===== src/design/mss_pkg.sv =====
// Shared widths, run summary and result types for the masked sample statistics block.
package mss_pkg;

    // Field and accumulator widths.
    localparam int SAMPLE_W = 16;
    localparam int COUNT_W  = 17;
    localparam int SUM_W    = 33;
    localparam int SQSUM_W  = 47;
    localparam int MAG_W    = 32;
    localparam int ROOT_W   = 16;

    // Divider operand widths: N*sumsq fits in 63 bits, N*(N-1) in 32 bits.
    localparam int NUM_W = 63;
    localparam int DEN_W = 32;

    // The N*sumsq product is built from two partial products split at this bit.
    localparam int SQ_SPLIT = 24;

    // Number of finished runs that can wait between the front and the back.
    localparam int QUEUE_DEPTH = 2;

    // Result word and its padding to whole bytes.
    localparam int RESULT_W  = COUNT_W + 4 * SAMPLE_W;
    localparam int M_TDATA_W = ((RESULT_W + 7) / 8) * 8;

    // Totals of one finished run, handed from the accumulator to the back end.
    typedef struct packed {
        logic        [COUNT_W-1:0]  count;
        logic signed [SUM_W-1:0]    sum;
        logic        [SQSUM_W-1:0]  sqsum;
        logic signed [SAMPLE_W-1:0] min_val;
        logic signed [SAMPLE_W-1:0] max_val;
    } run_summary_t;

    // One result word; the count sits in the lowest bits.
    typedef struct packed {
        logic signed [SAMPLE_W-1:0] max_val;
        logic signed [SAMPLE_W-1:0] min_val;
        logic        [ROOT_W-1:0]   std_dev;
        logic signed [SAMPLE_W-1:0] mean;
        logic        [COUNT_W-1:0]  count;
    } result_t;

endpackage


===== src/design/mss_divider.sv =====
// Restoring divider that produces one quotient bit per cycle.
module mss_divider
    import mss_pkg::*;
(
    input  logic             aclk,
    input  logic             aresetn,
    input  logic             start,
    input  logic [NUM_W-1:0] dividend,
    input  logic [DEN_W-1:0] divisor,
    output logic             done,
    output logic [NUM_W-1:0] quotient
);

    localparam int STEP_W = $clog2(NUM_W);

    typedef enum logic {
        DIV_IDLE,
        DIV_RUN
    } div_state_t;

    div_state_t         state_reg, state_next;
    logic [STEP_W-1:0]  step_reg, step_next;
    logic [DEN_W:0]     rem_reg, rem_next;
    logic [NUM_W-1:0]   dq_reg, dq_next;
    logic [DEN_W-1:0]   divisor_reg, divisor_next;
    logic               done_reg, done_next;

    logic [DEN_W:0]     rem_shift;
    logic [DEN_W:0]     rem_diff;
    logic               fits;

    // One trial subtraction per cycle; the dividend shifts out as quotient bits shift in.
    assign rem_shift = {rem_reg[DEN_W-1:0], dq_reg[NUM_W-1]};
    assign rem_diff  = rem_shift - {1'b0, divisor_reg};
    assign fits      = (rem_shift >= {1'b0, divisor_reg});

    always_comb begin
        state_next   = state_reg;
        step_next    = step_reg;
        rem_next     = rem_reg;
        dq_next      = dq_reg;
        divisor_next = divisor_reg;
        done_next    = 1'b0;
        unique case (state_reg)
            DIV_IDLE: begin
                if (start) begin
                    dq_next      = dividend;
                    divisor_next = divisor;
                    rem_next     = '0;
                    step_next    = STEP_W'(NUM_W - 1);
                    state_next   = DIV_RUN;
                end
            end
            DIV_RUN: begin
                rem_next = fits ? rem_diff : rem_shift;
                dq_next  = {dq_reg[NUM_W-2:0], fits};
                if (step_reg == '0) begin
                    done_next  = 1'b1;
                    state_next = DIV_IDLE;
                end else begin
                    step_next = step_reg - 1'b1;
                end
            end
            default: state_next = DIV_IDLE;
        endcase
    end

    always_ff @(posedge aclk) begin
        step_reg    <= step_next;
        rem_reg     <= rem_next;
        dq_reg      <= dq_next;
        divisor_reg <= divisor_next;
        if (!aresetn) begin
            state_reg <= DIV_IDLE;
            done_reg  <= 1'b0;
        end else begin
            state_reg <= state_next;
            done_reg  <= done_next;
        end
    end

    assign done     = done_reg;
    assign quotient = dq_reg;

endmodule


===== config.mk =====
export PLATFORM = sky130hd
export DESIGN_NAME = mss_divider
export DESIGN_NICKNAME = d
export VERILOG_FILES = /design/src/design/mss_pkg.sv /design/src/design/mss_divider.sv
export SDC_FILE = /design/constraint.sdc
export NUM_CORES = 1
export LEC_CHECK = 0
export BUFFER_PORTS_ARGS = -buffer_cell sky130_fd_sc_hd__buf_2
export CAP_MARGIN = 15
export CELL_PAD_IN_SITES_DETAIL_PLACEMENT = 0
export CELL_PAD_IN_SITES_GLOBAL_PLACEMENT = 1
export CORE_UTILIZATION = 44
export DETAILED_ROUTE_END_ITERATION = 10
export PLACE_DENSITY_LB_ADDON = 0.08
export SLEW_MARGIN = 5
export SYNTH_ARGS = -nofsm -noshare
export SYNTH_HDL_FRONTEND = slang
export SYNTH_SLANG_ARGS = --single-unit

===== constraint.sdc =====
create_clock -name aclk -period 4.2 [get_ports aclk]
set_input_delay 0.84 -clock aclk [delete_from_list [all_inputs] [get_ports aclk]]
set_output_delay 0.84 -clock aclk [all_outputs]
set_load 0.03 [all_outputs]

==> run summary <==
WP data arrival: 3.66 ns
Final period util: 83.6%
N_diodes: 0
Slew headroom: 31.1%
Placer Congestion: 0.825
Setup CP Type: reg -> reg
Worst slew pin tran: 1.03 ns
Die area: 18000 sq um
DIE HEIGHT: 134 microns
Most frequent cells in the layout: buf_2, edfxtp_1, mux2_2
Vias per cell: 5.35
Routed Antenna Nets: 0
Post-synth EDFFs: 133
CTS Hold Buffers Added: 0
Synthesized area per cell: 12.3 sq um
P_leak: 0.00380 uW
Gr usage total: 20.8%
Mapped Area: 7690 sq um
Critical Path End Type: register
Post-CTS sizing: 0
Setup crit start kind: register
Final setup vio count: 0
Drt wl/cell: 17.4 microns
Port bufs: 161
Pwr/cell area: 483 nW/um^2
Inst Count DP: 978
Die W: 134 microns
VDD IR-drop max: 0.000319 V
HP Class: reg -> reg
CP Depth: 9
Post-synthesis sequential area ratio: 52.4%
Final cell count without fillers: 1010
CTS sink cnt: 135
Router iterations before antenna repair: 4
Area contributors post-synth: edfxtp_1, mux2_2, ha_1
Post-Syn Nets: 756
Hold Worst Slack: 0.569 ns
Most used DFF post-synth: edfxtp_1
Worst Path Buf+Inv: 0
Critical path's slowest cell: o31a_4
Largest register FFs: 63
Setup_tns: 0 ns
Nets@finish: 910
Initial antenna violation count: 0
Hold path cells: 1
Final Util: 55.0%
Number of I/O pins: 162
Power Total: 4470 uW
Clock buffer depth: 2
HPWL Detailed: 12400 microns
Status: complete, no violations
Worst skew pair latency: 0.42 ns
First-pass GRT wire length: 28900 microns
Worst path required time: 4.35 ns
Clk slew on worst S/H paths: 0.06 ns
CTS tree: built
Most common cell after layout, fill and taps aside: buf_2
Worst Path Max Fanout: 26
Total CTS buffers: 17
Yosys top cell by area: edfxtp_1
Setup bufs post-CTS: 0
Register-to-Register Path Depth: 9
FP Rows: 47
Final Skew: 0.00781 ns
Initial DRC count: 276
FFs w/ async S/R, synth: 0%
Clock tree root buffer cell: clkbuf_16
YS warnings: 0
CP top delay family: compound AO/OA/AOI/OAI gates
Filler Cells Inserted: 1513
CP most frequent cell: o21ai_1
Fraction of layout cells with a size suffix above 1: 41.1%
Min Tclk post-route: 3.51 ns
Via count: 5406
Mapped Cells: 623
Slew Limit Fails: 0
Vias in the first global route: 5757
Max-Cap Viols: 0
Synth top area share: 51.9%
Final hold viol count: 0
Synth-to-Final Area Change: 20.3%
Placeable Area: 16800 sq um
Critical path cell sequence: ha_1 > a21oi_2 > o21ai_1 > nor2b_1 > a211oi_1 > o21ai_1 > o31a_4 > o21ai_1 > o22ai_1
CTS H-Tree Depth: 4
Initial core utilization: 45.7%
Pin count of the biggest net entering global routing: 80
Critical path's largest stage delay: 0.53 ns
Drt total wl: 17600 microns
Netlist cell types: 60
Residual DRC: 0
Seq cells post-synth: 135
Max Freq: 0.285 GHz
RSZ-0062 raised after global routing: no
Total gr overflow: 0
[synth_stat cells (all sizes together) (7+ instances only)]
master and n:
edfxtp 133, mux2 62, a21oi 53, inv 42, o21ai 36, ha 34
nand2 33, nand3 25, clkbuf 20, nor2 19, a21o 18, xnor2 16
xor2 14, nor3 13, buf 12, o31ai 8, nand4 7
[power breakdown]
| group | switching [uW] | internal (uW) |
|---|---|---|
| combinational | 735 | 463 |
| sequential | 92.6 | 1660 |
| clock | 627 | 892 |
| total | 1450 | 3020 |
[layout make-up]
| cell class | count | area (sq um) | share of cell area, % |
|---|---|---|---|
| clock buffers | 18 | 429 | 4.64 |
| clock inverters | 14 | 165 | 1.78 |
| inverters | 43 | 163 | 1.76 |
| multi-input cells | 413 | 3320 | 35.9 |
| flip-flops and latches | 135 | 4040 | 43.6 |
| well taps | 220 | 275 | 2.97 |
| repair buffers | 167 | 863 | 9.33 |
[through the flow]
| stage | setup WS (ns) | instance area, sq um |
|---|---|---|
| final | 0.687 | 9250 |
| after global routing | 0.462 | 9250 |
| after CTS | 0.706 | 9250 |
| after detailed placement | 0.748 | 8660 |
| after global placement | 0.821 | 8660 |
| after floorplan | 0.995 | 7690 |
[metal layers]
layer	up-vias	share of wire, %	GRT usage [%]
met5	-	0	0
li1	2653	-	-
met4	0	2.1	8.11
met3	27	6.1	6.27
met1	2573	45	26.2
met2	153	47	33.4
[path summary, 6_finish.rpt]
kind	start	endpoint	slack, ns
setup / recovery	rem_reg[19]$_SDFFCE_PN0P_	rem_reg[25]$_SDFFCE_PN0P_	0.69
hold / removal	quotient[61]$_DFFE_PP_	quotient[62]$_DFFE_PP_	0.57
setup reg to reg	rem_reg[19]$_SDFFCE_PN0P_	rem_reg[25]$_SDFFCE_PN0P_	0.69
hold reg to reg	quotient[61]$_DFFE_PP_	quotient[62]$_DFFE_PP_	0.57
[cell families after synthesis]
| kind of cell | Yosys count | synth area share [%] |
|---|---|---|
| multiplexers | 62 | 9.08 |
| adder cells (fa/ha/maj) | 35 | 5.79 |
| AND/OR/NAND/NOR | 126 | 9.48 |
| buffers and inverters | 75 | 4.55 |
| flip-flops | 135 | 52.4 |
| AO/OA/AOI/OAI | 160 | 15.2 |
| XOR/XNOR | 30 | 3.42 |
Note: power is estimated with default switching activity, not from simulation.
