## src/design/mss_pkg.sv

```systemverilog
// Shared widths, run summary and result types for the masked sample statistics block.
package mss_pkg;

    // Field and accumulator widths.
    localparam int SAMPLE_W = 16;
    localparam int COUNT_W  = 17;
    localparam int SUM_W    = 33;
    localparam int SQSUM_W  = 47;
    localparam int MAG_W    = 32;
    localparam int ROOT_W   = 16;

    // Divider operand widths: N*sumsq fits in 63 bits, N*(N-1) in 32 bits.
    localparam int NUM_W = 63;
    localparam int DEN_W = 32;

    // The N*sumsq product is built from two partial products split at this bit.
    localparam int SQ_SPLIT = 24;

    // Number of finished runs that can wait between the front and the back.
    localparam int QUEUE_DEPTH = 2;

    // Result word and its padding to whole bytes.
    localparam int RESULT_W  = COUNT_W + 4 * SAMPLE_W;
    localparam int M_TDATA_W = ((RESULT_W + 7) / 8) * 8;

    // Totals of one finished run, handed from the accumulator to the back end.
    typedef struct packed {
        logic        [COUNT_W-1:0]  count;
        logic signed [SUM_W-1:0]    sum;
        logic        [SQSUM_W-1:0]  sqsum;
        logic signed [SAMPLE_W-1:0] min_val;
        logic signed [SAMPLE_W-1:0] max_val;
    } run_summary_t;

    // One result word; the count sits in the lowest bits.
    typedef struct packed {
        logic signed [SAMPLE_W-1:0] max_val;
        logic signed [SAMPLE_W-1:0] min_val;
        logic        [ROOT_W-1:0]   std_dev;
        logic signed [SAMPLE_W-1:0] mean;
        logic        [COUNT_W-1:0]  count;
    } result_t;

endpackage

```

## src/design/mss_front.sv

```systemverilog
// Sample accumulator: one word per cycle unless the queue is full; pushes finished runs.
module mss_front
    import mss_pkg::*;
#(
    parameter int MAX_SAMPLES = 65536
) (
    input  logic                aclk,
    input  logic                aresetn,
    input  logic                s_tvalid,
    output logic                s_tready,
    input  logic [SAMPLE_W-1:0] s_tdata,   // [15:0] sample_value
    input  logic                s_tuser,   // [0] present
    input  logic                s_tlast,
    input  logic                q_full,
    output logic                push,
    output run_summary_t        push_data
);

    localparam logic [COUNT_W-1:0] COUNT_CAP =
        (MAX_SAMPLES < 65536) ? COUNT_W'(MAX_SAMPLES) : COUNT_W'(65536);

    logic        [COUNT_W-1:0]    count_reg, count_next;
    logic signed [SUM_W-1:0]      sum_reg, sum_next;
    logic        [SQSUM_W-1:0]    sqsum_reg, sqsum_next;
    logic signed [SAMPLE_W-1:0]   min_reg, min_next;
    logic signed [SAMPLE_W-1:0]   max_reg, max_next;

    logic                         accept;
    logic                         take;
    logic signed [SAMPLE_W-1:0]   sample;
    logic signed [2*SAMPLE_W-1:0] square;
    run_summary_t                 upd;

    // A word can enter whenever the queue has room for a finished run.
    assign s_tready = !q_full;
    assign accept   = s_tvalid && s_tready;
    assign sample   = $signed(s_tdata);
    assign square   = sample * sample;

    // Present samples count until the run reaches its cap.
    assign take = accept && s_tuser && (count_reg < COUNT_CAP);

    // Totals including the current word.
    always_comb begin
        upd.count   = count_reg;
        upd.sum     = sum_reg;
        upd.sqsum   = sqsum_reg;
        upd.min_val = min_reg;
        upd.max_val = max_reg;
        if (take) begin
            upd.count = count_reg + 1'b1;
            upd.sum   = sum_reg + SUM_W'(sample);
            upd.sqsum = sqsum_reg + SQSUM_W'($unsigned(square));
            if (sample < min_reg) begin
                upd.min_val = sample;
            end
            if (sample > max_reg) begin
                upd.max_val = sample;
            end
        end
    end

    // The last word of a run pushes its totals and clears the accumulators.
    assign push      = accept && s_tlast;
    assign push_data = upd;

    always_comb begin
        count_next = upd.count;
        sum_next   = upd.sum;
        sqsum_next = upd.sqsum;
        min_next   = upd.min_val;
        max_next   = upd.max_val;
        if (push) begin
            count_next = '0;
            sum_next   = '0;
            sqsum_next = '0;
            min_next   = {1'b0, {(SAMPLE_W-1){1'b1}}};
            max_next   = {1'b1, {(SAMPLE_W-1){1'b0}}};
        end
    end

    always_ff @(posedge aclk) begin
        if (!aresetn) begin
            count_reg <= '0;
            sum_reg   <= '0;
            sqsum_reg <= '0;
            min_reg   <= {1'b0, {(SAMPLE_W-1){1'b1}}};
            max_reg   <= {1'b1, {(SAMPLE_W-1){1'b0}}};
        end else begin
            count_reg <= count_next;
            sum_reg   <= sum_next;
            sqsum_reg <= sqsum_next;
            min_reg   <= min_next;
            max_reg   <= max_next;
        end
    end

endmodule

```

## config.mk

```make
export PLATFORM = sky130hd
export DESIGN_NAME = mss_front
export DESIGN_NICKNAME = d
export VERILOG_FILES = /design/src/design/mss_pkg.sv /design/src/design/mss_front.sv
export SDC_FILE = /design/constraint.sdc
export NUM_CORES = 1
export LEC_CHECK = 0
export BUFFER_PORTS_ARGS = -buffer_cell sky130_fd_sc_hd__buf_2
export CORE_AREA = 3 3 318 242
export DETAILED_ROUTE_END_ITERATION = 10
export DIE_AREA = 0 0 321 245
export PLACE_DENSITY = 0.37
export SLEW_MARGIN = 10
export SYNTH_ARGS = -nofsm -noshare
export SYNTH_HDL_FRONTEND = slang
export SYNTH_SLANG_ARGS = --single-unit
```

## constraint.sdc

```tcl
create_clock -name aclk -period 35.3 [get_ports aclk]
set_clock_uncertainty 0.2 [all_clocks]
set_input_delay 7.06 -clock aclk [delete_from_list [all_inputs] [get_ports aclk]]
set_output_delay 7.06 -clock aclk [all_outputs]
set_load 0.05 [all_outputs]
```

==> metrics.cfg <==
[outcome]
status = finished, final reports clean

[global_route]
gr-usage-all-layers_pct = 15.3
grt_remaining_overflow = 0
grt_pass1_vias = 15325
grt_max_degree = 107
grt_antenna_before_repair = 1
grt_pass1_wl_um = 91600

[placement]
globalplace.congestion = 0.814
port_buffers = 152
dp_cells = 3248
hpwl_um = 46600
dpl_cell_area_um2 = 20300

[routing]
wl_um = 58700
ant_nets = 0
vias = 14847
wl_per_cell_um = 17.9
drt-vias-per-instance = 4.53
firstDrtPassIters = 4
drt_iter0_markers = 707
drc = 0

[layout]
instances_no_fill = 3280
multiInputGateArea_um2 = 14200
areaGrowthSynthToFinish_pct = 13.0
n_fill_cell = 8041
postLayoutCellArea_um2 = 20900
diodes = 0
drive_above_1_share_pct = 10.1
seqCellArea_um2 = 2580
finalNetCount = 2746
fin_util_pct = 28.4
largest_reg_flops = 47

[synthesis]
netlist_area_um2 = 18500
yosysWarnings = 0
yosys.area_share.simple_pct = 16.2
synthMuxAreaShare_pct = 3.49
ys_seq_area_share_pct = 14.0
synthArstFlopShare_pct = 0
synth_edf_count = 0
ys_ff_latch = 129
synth_top_family_by_area = adder cells
synth_compound_area_share_pct = 13.0
netlist_instances = 2187
synth_nets = 2634
synth_cell_types = 75
yosys.area_share.adder_pct = 38.5
ys.flop_type = dfxtp_1
synth-xor-area-share_pct = 5.31
syn_area_per_cell_um2 = 8.45

[clock_tree]
cts_tree = yes
cts_resized = 0
cts_hold_buf = 0
clkSlewWorstSetupHoldPaths_ps = 70
root_buffer = clkbuf_16
post-cts-setup-buffer-count = 0
insertion_delay_ps = 470
cts_buffer_depth = 2
cts.htree.levels = 4
numCtsBuffers = 17
clock-sinks = 129

[floorplan]
start_util_pct = 25.1
die_w_um = 321
core_um2 = 73600
rows = 86
io_pins = 153
die_y_um = 245
die-area_um2 = 78600

[sta]
timing_hold_violations_final = 0
setup_viol = 0
post-route-period-util_pct = 67.9
maxSlewViolCount = 0
fmax_mhz = 41.8
rsz0062_at_grt = no
post-route-min-period_ps = 23950
tns_ps = 0
relSlewSlack_pct = 18.4
worst_pin_slew_ps = 1220

[setup_path]
worst_ep_arrival_time_ps = 16690
worstSetupPathType = input port to primary output
r2r_start = max_reg[1]
crit_path_start_kind = input port
cp_common_cell = fa_1
crit_path_start = s_tdata[15]
crit_required_ps = 28040
cp_num_buf_inv = 8
crit_fanout = 21
critPathSlowestCell = clkinv_1
worst_setup_path_end_kind = primary output
path_delay_family = adder cells
max_stage_delay_ps = 870

[hold_path]
worstHoldPathType = flip-flop to flip-flop
hold_start = min_reg[15]

[run]
drv_cap = 0

[cell usage in the layout (no fill, tap or decap), types with 5 or more instances in the layout]
master	netlist	routed
mux2_2	15	15
o211ai_1	12	12
xor2_1	36	36
mux2_4	5	5
a211oi_1	11	11
o22ai_1	5	5
inv_1	388	388
o31ai_1	10	10
and2_1	109	109
dfxtp_1	129	129
a31oi_1	11	11
a21boi_0	5	5
xnor2_1	76	76
nor3_1	13	13
o21bai_1	11	11
nand3_1	31	31
o21a_1	16	16
nand2b_1	19	19
and3_1	18	18
nand2_1	249	248
o21ai_0	66	66
nor2b_1	17	17
ha_1	185	185
clkbuf_16	0	17
nor2_1	129	129
buf_2	0	152
clkinv_1	5	5
a21o_1	55	55
mux2i_1	40	40
buf_4	3	10
a21oi_1	115	115
fa_1	240	240
nand4_1	21	21
[worst reg2reg max path, delay by kind of cell (launching register included)]
family                     cells  cell delay [ps]
muxes                          1              440
AOI/OAI and AO/OA              5             1990
and+or+nand+nor                4              450
adders and majority gates      1              280
DFF                            1              310
buffers and inverters          2              470
[synthesized netlist by cell type (3+ instances only)]
cell / n / area share, %
inv_1: 388 / 7.9
nand2_1: 249 / 5.1
fa_1: 240 / 26
ha_1: 185 / 13
dfxtp_1: 129 / 14
nor2_1: 129 / 2.6
a21oi_1: 115 / 3.1
and2_1: 109 / 3.7
xnor2_1: 76 / 3.6
o21ai_0: 66 / 1.8
clkbuf_1: 62 / 1.3
a21o_1: 55 / 2.2
mux2i_1: 40 / 2.2
xor2_1: 36 / 1.7
nand3_1: 31 / 0.84
nand4_1: 21 / 0.71
nand2b_1: 19 / 0.64
and3_1: 18 / 0.61
nor2b_1: 17 / 0.58
o21a_1: 16 / 0.65
mux2_2: 15 / 0.91
nor3_1: 13 / 0.35
o211ai_1: 12 / 0.49
a211oi_1: 11 / 0.45
a31oi_1: 11 / 0.37
o21bai_1: 11 / 0.45
o31ai_1: 10 / 0.41
a21boi_0: 5 / 0.20
clkinv_1: 5 / 0.10
mux2_4: 5 / 0.41
o22ai_1: 5 / 0.17
a31o_2: 4 / 0.19
a41oi_1: 4 / 0.19
buf_1: 4 / 0.081
nor3b_1: 4 / 0.16
nor4_1: 4 / 0.14
o2111ai_1: 4 / 0.19
or3_1: 4 / 0.14
buf_4: 3 / 0.12
nand3b_1: 3 / 0.12
o21ai_1: 3 / 0.081
o31a_1: 3 / 0.14
[metrics by stage]
step | setup slack, ps | hold WS [ps]
after CTS | 11340 | 267
after detailed placement | 11410 | 259
after floorplan | 12690 | 235
after global placement | 11630 | 243
final | 11350 | 272
after global routing | 10700 | 311
[per-layer routing]
metal  global-route usage [%]  share of wire, %  up-vias
li1                         -                 -     7274
met1                     22.3                51     7307
met2                     23.7                44      231
met3                     2.51               3.4       35
met4                     3.18               1.3        0
met5                        0                 0        -
[area by class of cell]
class                   count  area share (%)
multi-input cells        1595            67.7
flip-flops and latches    129            12.4
inverters                 393            7.06
well taps                 968            5.80
repair buffers            163            4.10
clock buffers              20            2.19
clock inverters            12           0.743
[final timing paths]
check | to | slack [ps] | cells after the start
max | push_data[70] | 11350 | 34
min | min_reg[15] | 270 | 2
max reg2reg | max_reg[5] | 31060 | 13
min reg2reg | min_reg[15] | 270 | 2
[cell families after synthesis]
logic type | after synthesis
mux | 60
fa+ha+maj | 425
compound gates | 366
xor+xnor | 112
flops | 129
simple gates | 632
buf+inv | 463
Power is left out: the tool's default activity adds up to more than one toggle a clock period on the data nets, which glitch-free logic cannot reach.
