`src/design/mss_pkg.sv`:
```
// Shared widths, run summary and result types for the masked sample statistics block.
package mss_pkg;

    // Field and accumulator widths.
    localparam int SAMPLE_W = 16;
    localparam int COUNT_W  = 17;
    localparam int SUM_W    = 33;
    localparam int SQSUM_W  = 47;
    localparam int MAG_W    = 32;
    localparam int ROOT_W   = 16;

    // Divider operand widths: N*sumsq fits in 63 bits, N*(N-1) in 32 bits.
    localparam int NUM_W = 63;
    localparam int DEN_W = 32;

    // The N*sumsq product is built from two partial products split at this bit.
    localparam int SQ_SPLIT = 24;

    // Number of finished runs that can wait between the front and the back.
    localparam int QUEUE_DEPTH = 2;

    // Result word and its padding to whole bytes.
    localparam int RESULT_W  = COUNT_W + 4 * SAMPLE_W;
    localparam int M_TDATA_W = ((RESULT_W + 7) / 8) * 8;

    // Totals of one finished run, handed from the accumulator to the back end.
    typedef struct packed {
        logic        [COUNT_W-1:0]  count;
        logic signed [SUM_W-1:0]    sum;
        logic        [SQSUM_W-1:0]  sqsum;
        logic signed [SAMPLE_W-1:0] min_val;
        logic signed [SAMPLE_W-1:0] max_val;
    } run_summary_t;

    // One result word; the count sits in the lowest bits.
    typedef struct packed {
        logic signed [SAMPLE_W-1:0] max_val;
        logic signed [SAMPLE_W-1:0] min_val;
        logic        [ROOT_W-1:0]   std_dev;
        logic signed [SAMPLE_W-1:0] mean;
        logic        [COUNT_W-1:0]  count;
    } result_t;

endpackage

```
`src/design/mss_queue.sv`:
```
// Short queue of finished run totals between the accumulator and the back end.
module mss_queue
    import mss_pkg::*;
(
    input  logic         aclk,
    input  logic         aresetn,
    input  logic         push,
    input  run_summary_t push_data,
    output logic         full,
    input  logic         pop,
    output logic         not_empty,
    output run_summary_t head
);

    localparam int PTR_W = (QUEUE_DEPTH > 1) ? $clog2(QUEUE_DEPTH) : 1;
    localparam int FILL_W = $clog2(QUEUE_DEPTH + 1);
    localparam logic [PTR_W-1:0] LAST_PTR = PTR_W'(QUEUE_DEPTH - 1);

    run_summary_t       entry_reg [QUEUE_DEPTH];
    logic [PTR_W-1:0]   wr_ptr_reg, wr_ptr_next;
    logic [PTR_W-1:0]   rd_ptr_reg, rd_ptr_next;
    logic [FILL_W-1:0]  fill_reg, fill_next;
    logic               do_push;
    logic               do_pop;

    assign full      = (fill_reg == FILL_W'(QUEUE_DEPTH));
    assign not_empty = (fill_reg != '0);
    assign head      = entry_reg[rd_ptr_reg];
    assign do_push   = push && !full;
    assign do_pop    = pop && not_empty;

    // Pointer and fill bookkeeping.
    always_comb begin
        wr_ptr_next = wr_ptr_reg;
        rd_ptr_next = rd_ptr_reg;
        fill_next   = fill_reg;
        if (do_push) begin
            wr_ptr_next = (wr_ptr_reg == LAST_PTR) ? '0 : wr_ptr_reg + 1'b1;
        end
        if (do_pop) begin
            rd_ptr_next = (rd_ptr_reg == LAST_PTR) ? '0 : rd_ptr_reg + 1'b1;
        end
        unique case ({do_push, do_pop})
            2'b10:   fill_next = fill_reg + 1'b1;
            2'b01:   fill_next = fill_reg - 1'b1;
            default: fill_next = fill_reg;
        endcase
    end

    // Entry storage.
    always_ff @(posedge aclk) begin
        if (do_push) begin
            entry_reg[wr_ptr_reg] <= push_data;
        end
    end

    always_ff @(posedge aclk) begin
        if (!aresetn) begin
            wr_ptr_reg <= '0;
            rd_ptr_reg <= '0;
            fill_reg   <= '0;
        end else begin
            wr_ptr_reg <= wr_ptr_next;
            rd_ptr_reg <= rd_ptr_next;
            fill_reg   <= fill_next;
        end
    end

endmodule

```
`config.mk`:
```
export PLATFORM = sky130hd
export DESIGN_NAME = mss_queue
export DESIGN_NICKNAME = d
export VERILOG_FILES = /design/src/design/mss_pkg.sv /design/src/design/mss_queue.sv
export SDC_FILE = /design/constraint.sdc
export NUM_CORES = 1
export LEC_CHECK = 0
export ABC_AREA = 1
export BUFFER_PORTS_ARGS = -buffer_cell sky130_fd_sc_hd__buf_4
export CAP_MARGIN = 20
export CORE_MARGIN = 2
export CORE_UTILIZATION = 49
export CTS_BUF_LIST = sky130_fd_sc_hd__clkbuf_2
export CTS_CLUSTER_SIZE = 28
export DETAILED_ROUTE_END_ITERATION = 6
export HOLD_SLACK_MARGIN = 0.05
export PLACE_DENSITY = 0.79
export SLEW_MARGIN = 25
export SYNTH_ARGS = -nofsm -noshare
export SYNTH_HDL_FRONTEND = slang
export SYNTH_SLANG_ARGS = --single-unit
export TNS_END_PERCENT = 1
```
`constraint.sdc`:
```
create_clock -name aclk -period 7.1 [get_ports aclk]
set_input_delay 1.42 -clock aclk [delete_from_list [all_inputs] [get_ports aclk]]
set_output_delay 1.42 -clock aclk [all_outputs]
set_load 0.01 [all_outputs]
```
==> results of run 1 <==
cell type report:
cell class / count / area (um^2) / share of cell area
inverters: 7 / 28.8 / 0.00234
multi-input cells: 155 / 1580 / 0.128
flip-flops and latches: 263 / 7850 / 0.637
repair buffers: 267 / 2000 / 0.163
clock inverters: 19 / 75.1 / 0.00609
clock buffers: 90 / 450 / 0.0366
well taps: 265 / 332 / 0.0269
cells in the final DEF, fill, tap and decap left out:
cell type / count
nand3_1: 1
ha_1: 1
buf_4: 267
o21a_1: 1
clkinv_1: 14
inv_2: 2
dfxtp_4: 1
nand4_1: 1
o21ai_0: 1
dfxtp_1: 4
inv_1: 6
nor2_4: 1
clkinv_2: 3
a21oi_1: 1
nand2_1: 8
clkbuf_2: 90
mux2_2: 129
inv_4: 1
nor2_1: 11
edfxtp_1: 258
logic make-up after synthesis:
kind of cell | Yosys count
fa+ha+maj | 1
flops | 263
buf+inv | 21
mux | 129
compound gates | 3
simple gates | 22
per-stage QoR:
stage	hold slack [ns]	util	cell area, um^2	instances
2_1_floorplan	0.451	-	9600	439
3_3_place_gp	0.468	0.610	11800	957
3_5_place_dp	0.513	0.610	11800	957
4_1_cts	0.505	0.637	12300	1066
5_1_grt	0.592	0.637	12300	1066
6_report	0.525	0.637	12300	1066
final timing paths:
path	end	slack (ns)
setup / recovery	head[82]	2.57
hold / removal	register	0.52
setup reg to reg	entry_reg[1][66]	4.32
hold reg to reg	register	0.52
report_power, final:
| part | internal (uW) | switching, uW |
|---|---|---|
| registers | 1900 | 66.1 |
| clock network | 341 | 546 |
| logic | 416 | 375 |
| total | 2660 | 987 |
metal layers:
metal / track usage / up-vias / wire, um
met5: 0 / - / 0
met4: 0.0872 / 0 / 459
met3: 0.0646 / 36 / 1560
met2: 0.295 / 236 / 9620
met1: 0.195 / 2550 / 7090
li1: - / 2401 / -
worst register-to-register path, cell delays in order, from the launching register on:
cell     delay, ns
dfxtp_1       0.42
nor2_1        0.11
nor2_1        0.22
nand2_1       0.15
inv_4         0.63
buf_4         0.81
==> impl_metrics.csv, run 1 <==
group,metric,value,unit
status,outcome,"completed",
synthesis,netlist_instances,439,
setup_path,critPathArrivalTime,3.11,ns
timing,fmax,0.221,GHz
hold_path,hold_path.class,"reg2reg",
global_route,grt_pass1_wl,27.4,mm
synthesis,syn_nets,573,
drt,via_per_inst,4.90,
synthesis,ys_top_cells_by_count,"258 x edfxtp_1, 129 x mux2_2, 13 x buf_6",
synthesis,netlist_top_cells_area,"edfxtp_1 81%, mux2_2 15%, buf_6 1.5%, dfxtp_1 1.0%, nor2_1 0.47%",
drt,ant_nets,0,
synthesis,synth_top_cell_by_area,"edfxtp_1",
setup_path,crit_path_frequent_cell,"buf_4",
run,drv_cap,0,
synthesis,syn_area,0.00959,mm^2
synthesis,synth_fa_ha_area_frac,0.00130,
synthesis,synth-simple-area-share,0.00900,
setup_path,slowest_delay,0.84,ns
clock_network,clk_latency,0.74,ns
clock_network,cts_resized,0,
place,gp_congestion,0.766,
synthesis,synth.distinct_cells,14,
synthesis,synth_seq_area_share,0.818,
pwr,power_leakage,0.00472,uW
drt,vias,5223,
global_route,grt_max_degree,71,
timing,fin_crit,4.53,ns
synthesis,yosys.area.top_type_share,0.808,
synthesis,async_flop_share,0,
setup_path,reg2reg_from,"fill_reg[0]",
cells_and_area,largest_reg_flops,258,
setup_path,crit_chain,"buf_4 > mux2_2 > buf_4",
global_route,grt_usage,0.175,
timing,setup_slack,2.57,ns
setup_path,crit_type,"reg2out",
floorplan,die_w,144,um
synthesis,synth_xor_area_frac,0,
setup_path,worstPathRequired,5.68,ns
setup_path,reg2regPathDepth,5,
drt,drc_errors,0,
timing,worst_slew_pin_slew,0.934,ns
pwr,total_power,3640,uW
synthesis,synth_top_family_by_area,"multiplexers",
timing,setup_violations,0,
hold_path,worstHoldStart,"rd_ptr_reg",
synthesis,synth_edf_count,258,
timing,slew_headroom,0.377,
floorplan,coreArea,0.0193,mm^2
cells_and_area,fillers,1375,
place,post-place-ws,3.29,ns
timing,fin_setup_tns,0,ns
hold_path,min_path_cells,2,
pwr,powerDensity,296,mW/mm^2
synthesis,ys_seq_elements,263,
setup_path,cpLargestDelayFamily,"buffers and inverters",
place,hpwl,12.1,mm
timing,clock_skew,0.0420,ns
clock_network,cts_buffers,67,
drt,wl_per_cell,17.6,um
clock_network,path_clk_slew,0.10,ns
clock_network,h-tree-depth,3,
timing,finalMaxSlewViolations,0,
drt,initialDrtViolationCount,216,
timing,finalHoldViolations,0,
timing,rsz0062_at_grt,"no",
pwr,ir_drop,0.000187,V
floorplan,io_pins,264,
global_route,grt_pass1_vias,5625,
synthesis,yosysMostFrequentCell,"edfxtp_1",
place,portBuffers,263,
setup_path,critPathBufInv,2,
cells_and_area,finalNetCount,895,
floorplan,rows,51,
setup_path,cp.depth,3,
cells_and_area,drive_gt1_frac,0.617,
synthesis,avgSynthCellArea,21.9,um^2
clock_network,holdBufCountCts,0,
clock_network,clock_sinks,263,
synthesis,synthMuxAreaShare,0.151,
global_route,globalRouteOverflowTotal,0,
clock_network,clockRootBuffer,"clkbuf_2",
cells_and_area,synthToLayoutAreaGrowth,28.4,%
clock_network,post-cts-setup-buffers,0,
synthesis,synth_flop_cell,"edfxtp_1",
global_route,antenna_found_initial,0,
synthesis,synth_warnings,0,
floorplan,initial_core_util,0.496,
clock_network,cts_tree,"yes",
cells_and_area,antenna_cells,0,
setup_path,cp-start-kind,"register",
drt,totalWireLength,18.7,mm
setup_path,worst_path_max_delay_cell,"dfxtp_4",
floorplan,dieArea,0.0207,mm^2
synthesis,synth_compound_area_frac,0.00183,
clock_network,cts_buffer_depth,3,
drt,dr.pass1.iters,4,
timing,timing.final.crit_share,0.639,
floorplan,dieHeight,144,um
setup_path,worstSetupEndpointType,"output port",
setup_path,path_max_fanout,70,
(Power assumes the default switching activity.)
==> run 2, diff against run 1 <==
Settings changed: ABC_AREA 1 to 0, CORE_UTILIZATION 49 to 54, PLACE_DENSITY 0.79 to 0.83.
Clock period 7.1 ns to 4.4 ns, I/O delays scaled along.
==> impl_metrics.csv, run 2 <==
group,metric,value,unit
synthesis,synth_xor_area_frac,0.00276,
timing,finalMaxSlewViolations,0,
drt,vias,5129,
cells_and_area,finalNetCount,878,
clock_network,clock_sinks,263,
global_route,antenna_found_initial,2,
synthesis,yosys.area.top_type_share,0.815,
floorplan,rows,48,
timing,setup_violations,0,
pwr,power_leakage,0.00471,uW
pwr,seqPwrFrac,0.494,
cells_and_area,final_cell_count_no_fill,1020,
setup_path,slowest_delay,0.80,ns
timing,hold_slack,0.270,ns
global_route,grt_pass1_wl,26.6,mm
clock_network,holdBufCountCts,0,
timing,finalHoldViolations,0,
clock_network,cts_tree,"yes",
synthesis,synth_edf_count,258,
clock_network,cts_buffer_depth,3,
pwr,powerDensity,543,mW/mm^2
cells_and_area,final_core_util,0.715,
synthesis,synth_top_cell_by_area,"edfxtp_1",
drt,initialDrtViolationCount,168,
place,gp_congestion,0.780,
floorplan,initial_core_util,0.552,
synthesis,ys_top_cells_by_count,"258 x edfxtp_1, 129 x mux2_2, 13 x buf_2",
drt,wl_per_cell,18.1,um
setup_path,crit_end,"head[50]",
synthesis,synth_fa_ha_area_frac,0.00132,
floorplan,dieArea,0.0187,mm^2
synthesis,async_flop_share,0,
setup_path,reg2regPathDepth,5,
synthesis,avgSynthCellArea,22.3,um^2
cells_and_area,final_common_cell,"buf_4",
clock_network,cts_resized,0,
run,drv_cap,0,
timing,worst_slew_pin_slew,0.759,ns
timing,fin_setup_tns,0,ns
floorplan,dieHeight,137,um
clock_network,h-tree-depth,2,
pwr,switching_share,0.286,
cells_and_area,final_cell_mix,"265 x buf_4, 258 x edfxtp_1, 129 x mux2_2",
cells_and_area,multi_input_area,0.00159,mm^2
synthesis,synth_top_family_by_area,"multiplexers",
synthesis,synth_warnings,0,
clock_network,clockRootBuffer,"clkbuf_2",
setup_path,cpLargestDelayFamily,"flip-flops",
timing,timing.final.crit_share,0.812,
global_route,grt_usage,0.190,
synthesis,yosysMostFrequentCell,"edfxtp_1",
setup_path,worstPathRequired,3.52,ns
pwr,p_comb_frac,0.295,
setup_path,r2r_slack,2.09,ns
cells_and_area,synthToLayoutAreaGrowth,29.6,%
drt,drc_errors,0,
global_route,globalRouteOverflowTotal,0,
clock_network,clk_latency,0.79,ns
clock_network,post-cts-setup-buffers,0,
global_route,grt_max_degree,130,
place,dp.cells,906,
setup_path,reg2reg_from,"fill_reg[0]",
timing,fmax,0.280,GHz
synthesis,syn_area,0.00951,mm^2
synthesis,netlist_top_cells_area,"edfxtp_1 81%, mux2_2 15%, dfxtp_1 1.1%, buf_2 0.68%, xnor2_1 0.28%",
synthesis,synthMuxAreaShare,0.153,
pwr,ir_drop,0.000453,V
setup_path,r2r_end,"entry_reg[0][79]",
clock_network,cts_buffers,61,
synthesis,ys_seq_elements,263,
cells_and_area,antenna_cells,0,
setup_path,critPathBufInv,2,
cells_and_area,drive_gt1_frac,0.624,
synthesis,synth-simple-area-share,0.00592,
pwr,total_power,6690,uW
drt,totalWireLength,18.5,mm
pwr,p_sw,1920,uW
place,hpwl,12.2,mm
clock_network,path_clk_slew,0.10,ns
setup_path,cp-start-kind,"register",
setup_path,path_max_fanout,78,
hold_path,hold_path.class,"in2reg",
synthesis,syn_nets,561,
place,portBuffers,263,
pwr,clockPowerShare,0.211,
timing,slew_headroom,0.494,
cells_and_area,fillers,1101,
floorplan,io_pins,264,
synthesis,synth_compound_area_frac,0.00342,
floorplan,coreArea,0.0172,mm^2
timing,rsz0062_at_grt,"no",
cells_and_area,largest_reg_flops,258,
pwr,p_int,4780,uW
drt,dr.pass1.iters,5,
drt,ant_nets,0,
setup_path,crit_chain,"buf_12 > mux2_2 > buf_4",
floorplan,die_w,137,um
synthesis,synth_flop_cell,"edfxtp_1",
setup_path,crit_type,"reg2out",
synthesis,synth.distinct_cells,19,
timing,clock_skew,0.0305,ns
synthesis,synth_seq_area_share,0.825,
synthesis,netlist_instances,427,
setup_path,worst_path_max_delay_cell,"dfxtp_4",
timing,fin_crit,3.57,ns
setup_path,critPathArrivalTime,2.69,ns
drt,via_per_inst,5.03,
setup_path,cp.depth,3,
cells_and_area,regArea,0.00785,mm^2
setup_path,worstSetupEndpointType,"output port",
status,outcome,"completed",
global_route,grt_pass1_vias,5321,
-- run 2: cell types whose count changed in the layout (fill, tap and decap cells not counted), moves of 3 or more --
cell and delta:
buf_12 +3, clkinv_1 +7, inv_1 -5, nand2_1 -7, nor2_1 -11, xnor2_1 +3
-- run 2: metal layers --
layer,wire (um),up-vias,track usage
li1,-,2377,-
met4,462,4,0.0735
met1,6520,2465,0.198
met2,9300,242,0.322
met5,23,-,0
met3,2190,41,0.102
-- run 2: logic make-up after synthesis --
group	Yosys count
AND/OR/NAND/NOR	9
buffers and inverters	17
adder cells (fa/ha/maj)	1
XOR/XNOR	3
multiplexers	129
AO/OA/AOI/OAI	5
flip-flops	263
-- run 2: power groups by stage --
stage / combinational (uW) / sequential (uW) / clock [uW]
2_1_floorplan: 1110 / 3300 / 0
3_3_place_gp: 1960 / 3350 / 0
3_5_place_dp: 1990 / 3370 / 0
4_1_cts: 2000 / 3310 / 1470
5_1_grt: 2100 / 3340 / 1590
6_report: 1970 / 3310 / 1410
-- run 2: per-stage QoR --
| step | worst slack [ns] | instance area, um^2 |
|---|---|---|
| floorplan | 0.142 | 9510 |
| global placement | 1.67 | 11800 |
| detailed placement | 1.65 | 11800 |
| CTS | 0.775 | 12300 |
| global route | 0.667 | 12300 |
| finish | 0.826 | 12300 |
-- run 2: layout make-up --
cell class	count	area share
Clock buffer	91	0.0370
Clock inverter	23	0.00711
Inverter	3	0.00112
Multi-Input combinational cell	147	0.129
Sequential cell	263	0.637
Tap cell	225	0.0228
Timing Repair Buffer	268	0.166
-- run 2: worst min-delay path by stage --
stage                              from  slack [ns]  cells after the start          endpoint
final                     push_data[45]        0.27                      1  entry_reg[0][45]
after CTS                 push_data[45]        0.16                      1  entry_reg[0][45]
after floorplan              wr_ptr_reg        0.46                      2        wr_ptr_reg
after global placement       wr_ptr_reg        0.47                      2        wr_ptr_reg
after global routing      push_data[48]        0.16                      1  entry_reg[0][48]
after detailed placement     wr_ptr_reg        0.49                      2        wr_ptr_reg
-- run 2: worst register-to-register path, cell delays in order (launching register included) --
cell	delay [ns]
dfxtp_1	0.42
nand2b_2	0.19
inv_2	0.06
or3_1	0.38
inv_4	0.51
buf_12	0.41
